<file path="src/dlmv_pkg.sv">
// ----------------------------------------------------------------------------
// dlmv_pkg: shared types and constants of the dense layer
// Default sizes, accumulator width, operation codes, controller states and
// the command and status groups between controller and datapath.
// ----------------------------------------------------------------------------
package dlmv_pkg;

	localparam int IN_COUNT_DEF   = 16;
	localparam int OUT_COUNT_DEF  = 32;
	localparam int VALUE_BITS_DEF = 16;
	localparam int ACC_BITS       = 40;
	localparam int BIAS_SHIFT     = 8;

	typedef enum logic [1:0] {
		OP_WEIGHT = 2'd0,
		OP_BIAS   = 2'd1,
		OP_DATA   = 2'd2
	} op_t;

	typedef enum logic [1:0] {
		ST_IDLE,
		ST_RUN,
		ST_DRAIN1,
		ST_DRAIN2
	} state_t;

	typedef struct packed {
		logic load_weight;
		logic load_bias;
		logic capture;
		logic issue;
	} cmd_t;

	typedef struct packed {
		logic idx_last;
	} sts_t;

	function automatic int idx_bits(input int n);
		return (n > 1) ? $clog2(n) : 1;
	endfunction

endpackage

</file>
<file path="src/dlmv_ctrl.sv">
// ----------------------------------------------------------------------------
// dlmv_ctrl: sequencer of the dense layer
// Accepts commands, steps the datapath through one pass over all outputs
// per data element and waits for the pipeline to drain.
// ----------------------------------------------------------------------------
module dlmv_ctrl (
	input  logic           clk,
	input  logic           arst_n,
	input  logic           start,
	input  logic [1:0]     op,
	input  dlmv_pkg::sts_t sts,
	output logic           busy,
	output dlmv_pkg::cmd_t cmd
);
	import dlmv_pkg::*;

	state_t state_q;
	state_t state_d;

	always_ff @(posedge clk or negedge arst_n) begin
		if (!arst_n) begin
			state_q <= ST_IDLE;
		end else begin
			state_q <= state_d;
		end
	end

	always_comb begin
		state_d = state_q;
		cmd     = '0;
		busy    = 1'b1;
		case (state_q)
			ST_IDLE: begin
				busy = 1'b0;
				if (start) begin
					case (op_t'(op))
						OP_WEIGHT: cmd.load_weight = 1'b1;
						OP_BIAS:   cmd.load_bias = 1'b1;
						OP_DATA: begin
							cmd.capture = 1'b1;
							state_d     = ST_RUN;
						end
						default: ;
					endcase
				end
			end
			ST_RUN: begin
				cmd.issue = 1'b1;
				if (sts.idx_last) begin
					state_d = ST_DRAIN1;
				end
			end
			ST_DRAIN1: state_d = ST_DRAIN2;
			ST_DRAIN2: state_d = ST_IDLE;
			default:   state_d = ST_IDLE;
		endcase
	end

endmodule

</file>
<file path="config.mk">
export PLATFORM = sky130hd
export DESIGN_NAME = dlmv_ctrl
export DESIGN_NICKNAME = d
export VERILOG_FILES = /design/src/dlmv_pkg.sv /design/src/dlmv_ctrl.sv
export SDC_FILE = /design/constraint.sdc
export NUM_CORES = 1
export LEC_CHECK = 0
export BUFFER_PORTS_ARGS = -buffer_cell sky130_fd_sc_hd__buf_4
export CAP_MARGIN = 20
export CORE_AREA = 4 4 41 43
export DETAILED_ROUTE_END_ITERATION = 10
export DIE_AREA = 0 0 45 47
export PLACE_DENSITY = 0.42
export RECOVER_POWER = 25
export SYNTH_ARGS = -nofsm -noshare
export SYNTH_HDL_FRONTEND = slang
export SYNTH_SLANG_ARGS = --single-unit
</file>
<file path="constraint.sdc">
create_clock -name clk -period 2.3 [get_ports clk]
set_clock_uncertainty 0.1 [all_clocks]
set_input_delay 0.23 -clock clk [delete_from_list [all_inputs] [get_ports clk]]
set_output_delay 0.23 -clock clk [all_outputs]
set_load 0.02 [all_outputs]
</file>
After elaboration in Yosys (flattened, before gate mapping)

Index checks and enable logic that the tools add are counted.

Bits in latches: 0
Memories kept: 0
Bits in registers: 2
ROM bits: 0
Memory bits (writable): 0

Eq/ne operators: 8
Bitwise gates (word level): 0
Add/subtract/negate cells: 0
Reductions and logical operators: 3
$lt $le $gt $ge: 0
Mux-type cells: 11
Div/mod/pow operators: 0
Shift operators: 0
$mul: 0

Operators with widths:

| kind                                                                  | count |
|---|---|
| 2-bit case mux with 4 select lines                                    | 1 |
| 2-bit equality test, second input constant                            | 3 |
| 2-bit 2-to-1 mux                                                      | 3 |
| 3-bit 2-to-1 mux                                                      | 2 |
| 1-bit 2-to-1 mux                                                      | 5 |
| 2-bit by 1-bit equality test with 1-bit output, second input constant | 2 |
| 2-bit zero test                                                       | 2 |
| 2-bit != test, second input constant                                  | 2 |
| 3-bit AND reduction                                                   | 1 |
| 2-bit by 1-bit != test with 1-bit output, second input constant       | 1 |

Logic depth before layout (Yosys ltp)

Depth in word-level cells: 4
Mapped depth: 5
Depth with buffers taken out: 5

Worst setup path after synthesis

No wires, ideal clock.

Path type: reg2out
From: register state_q[0]
To: output port cmd[2] (netlist name)
Arrival time: 1.293 ns
Cell stages (with the launch flop): 5
Setup slack: 0.677 ns
Cell sequence: dfrtp_1 inv_1 ha_1 nand2_1 nor3b_1

RTL lines:

| element                | RTL line        | text |
|---|---|---|
| start, declared        | dlmv_ctrl.sv:17 | `state_t state_q;` |
| start signal, assigned | dlmv_ctrl.sv:24 | `state_q <= state_d;` |
| end, declared          | dlmv_ctrl.sv:13 | `output dlmv_pkg::cmd_t cmd` |

==> impl_results.md <==
- Largest net degree at the start of global routing: 5
- WL met2: 173 µm
- Met1 wire length: 157 µm
- Flop2flop setup slack: 800 ps
- Setup tns final: 0 ps
- Clk buf depth: 2
- Max-slew headroom: 88.1%
- Crit end category: output pin
- Slowest stage delay, CP: between 300 and 400 ps
- Die area: 2120 µm²
- Min Tclk post-route: 1750 ps
- Worst Tran Pin Value: 178 ps
- Flops & latches, synth: 2
- Reg2reg path depth: 5
- Avg WL per Cell: 8.71 µm
- Post-Syn Nets: 29
- Met3 WL post-DR: 71 µm
- ANT cells: 0
- Req. time, crit path: 1970 ps
- Final worst-path cycle share: 76.0%
- Reg-to-Reg Start: state_q[1]
- Initial DRC Count: 0
- TritonCTS clock tree: built
- Buf/Inv on CP: 2
- DR DRC count: 0
- DRT Wirelength: 418 µm
- Worst hold path class: input port to async pin
- CTS sink cnt: 2
- Global-route wire length before repair: 614 µm
- Die Wd: between 40 and 50 µm
- Element type at the critical path start: flip-flop
- Status: completed
- H-Tree Depth: 1
- Port Buffers: 10
- RD Place Congestion: 0.743
- Slew Limit Fails: 0
- Post-DRT Antenna Nets: 0
- Fmax: 0.572 GHz
- Top Metal Used: met4
- FF-to-FF End: state_q[1]
- Max VDD drop: 0.000392 V
- Sequential share of the synthesized area: 27.4%
- Via count: between 150 and 200
- Max-Cap Viols: 0
- Initial Util: 14.0%
- Site Rows: 13
- Crit path DAT: 1420 ps
- Area grow syn2layout: 67.1%
- Setup-failing EPs final: 0
- Fin nets: 45
- Antenna violations before repair: 0
- Top reg by flops: state_q
- CP Class: flip-flop to output pin
- Layout cells sized above 1: 39.4%
- Core ar.: 1300 µm²
- Final-report hold violation count: 0
- RSZ-0062 raised after global routing: no
- Via density: 3.85
- Number of flip-flops under the largest register name: 2
- Placed wire-length estimate: around 330 µm
- Root Driver: clkbuf_4
- Synth Area per Inst: 9.61 µm²
- Pwr dens: approximately 1100 nW/µm²
- Mapped cell area: 183 µm²
- Num CTS Buffers: 3
- Biggest regs: state_q x2
- GRT Resource Usage Total: approximately 4.7%
- Post-CTS Setup Inserts: 0
- Yosys warns: 0
- CTS clk-pin slew, worst paths: around 30 ps
- Vias in the first global route: 175
- Worst-path fanout max: 4
- IO Count: 11
- Distinct cells, synth: 12
- Slowest cell on crit path: dfrtp_1
- Mapped Cells: 19
- GR Overflow Total: 0
- Clock latency on the worst-skew pair: 220 ps
- WHS: 219 ps
- First-pass DRT Iterations: 1
- Pleak: 0.155 nW
- Die height: 47 µm
- Crit-path cells: inv_1 -> ha_1 -> nand2_1 -> nor3b_1 -> buf_4
- Crit path max-delay family: flip-flops
-- placed cells by master (no fill, tap or decap), drive strengths merged --
master       netlist  final
nor3               1      1
buf                0      9
nand3b             1      1
a21oi              1      1
nor3b              2      2
nor2b              1      1
ha                 4      4
mux2i              1      1
dfrtp              2      2
inv                3      3
nor2               1      1
nand2              1      1
mux2               1      1
clkbuf             0      4
dlygate4sd3        0      1
-- Yosys cell counts --
cell	n	share of area [%]
a21oi_2	1	4.8
dfrtp_1	2	27
ha_1	4	27
inv_1	3	6.2
mux2_1	1	6.2
mux2i_1	1	5.5
nand2_1	1	2.1
nand3b_1	1	4.1
nor2_1	1	2.1
nor2b_1	1	3.4
nor3_1	1	2.7
nor3b_1	2	8.2
-- metal layers --
metal,track usage (%),vias up
li1,-,90
met1,4.34,80
met2,5.93,13
met3,1.53,2
met4,8.77,0
met5,0,-
-- stage by stage --
stage	std cells	setup WS, ps	instance area, µm²	power [mW]	util [%]
6_report	48	552	305	0.349	23.5
2_1_floorplan	19	677	183	0.208	-
3_3_place_gp	44	820	277	0.266	21.3
5_1_grt	48	440	305	0.380	23.5
3_5_place_dp	44	790	277	0.275	21.3
4_1_cts	48	534	309	0.362	23.8
-- layout make-up --
class	count	area, µm²
flip-flops and latches	2	50.0
multi-input cells	14	121
repair buffers	11	81.3
clock buffers	3	22.5
fillers	150	996
inverters	3	11.3
well taps	15	18.8
-- timing repair --
| action | CTS | global route |
|---|---|---|
| resized for setup | 0 | 0 |
| hold buffers | 1 | 0 |
| endpoints found under the hold margin | 2 | 0 |
-- worst max-delay path by stage --
| stage | start | endpoint | slack [ps] | cells after the start |
|---|---|---|---|---|
| after floorplan | state_q[0] | cmd[2] | 680 | 4 |
| after detailed placement | state_q[1] | state_q[1] | 790 | 5 |
| after global routing | state_q[0] | cmd[1] | 440 | 5 |
| after CTS | state_q[0] | cmd[2] | 530 | 5 |
| final | state_q[0] | cmd[2] | 550 | 5 |
| after global placement | state_q[0] | cmd[2] | 820 | 5 |
-- cells by family (layout without fill, tap and decap cells) --
family          count (synthesis)  count (layout)  synth area share [%]
compound gates                  1               1                  4.80
buf+inv                         3              17                  6.16
flops                           2               2                  27.4
simple gates                    7               7                  22.6
mux                             2               2                  11.6
fa+ha+maj                       4               4                  27.4
-- power by group --
part	internal, mW	total, mW	switching, mW
combinational	0.0925	0.203	0.111
sequential	0.0559	0.0674	0.0115
clock	0.0577	0.0788	0.0211
total	0.206	0.349	0.143
(Power assumes the default switching activity.)
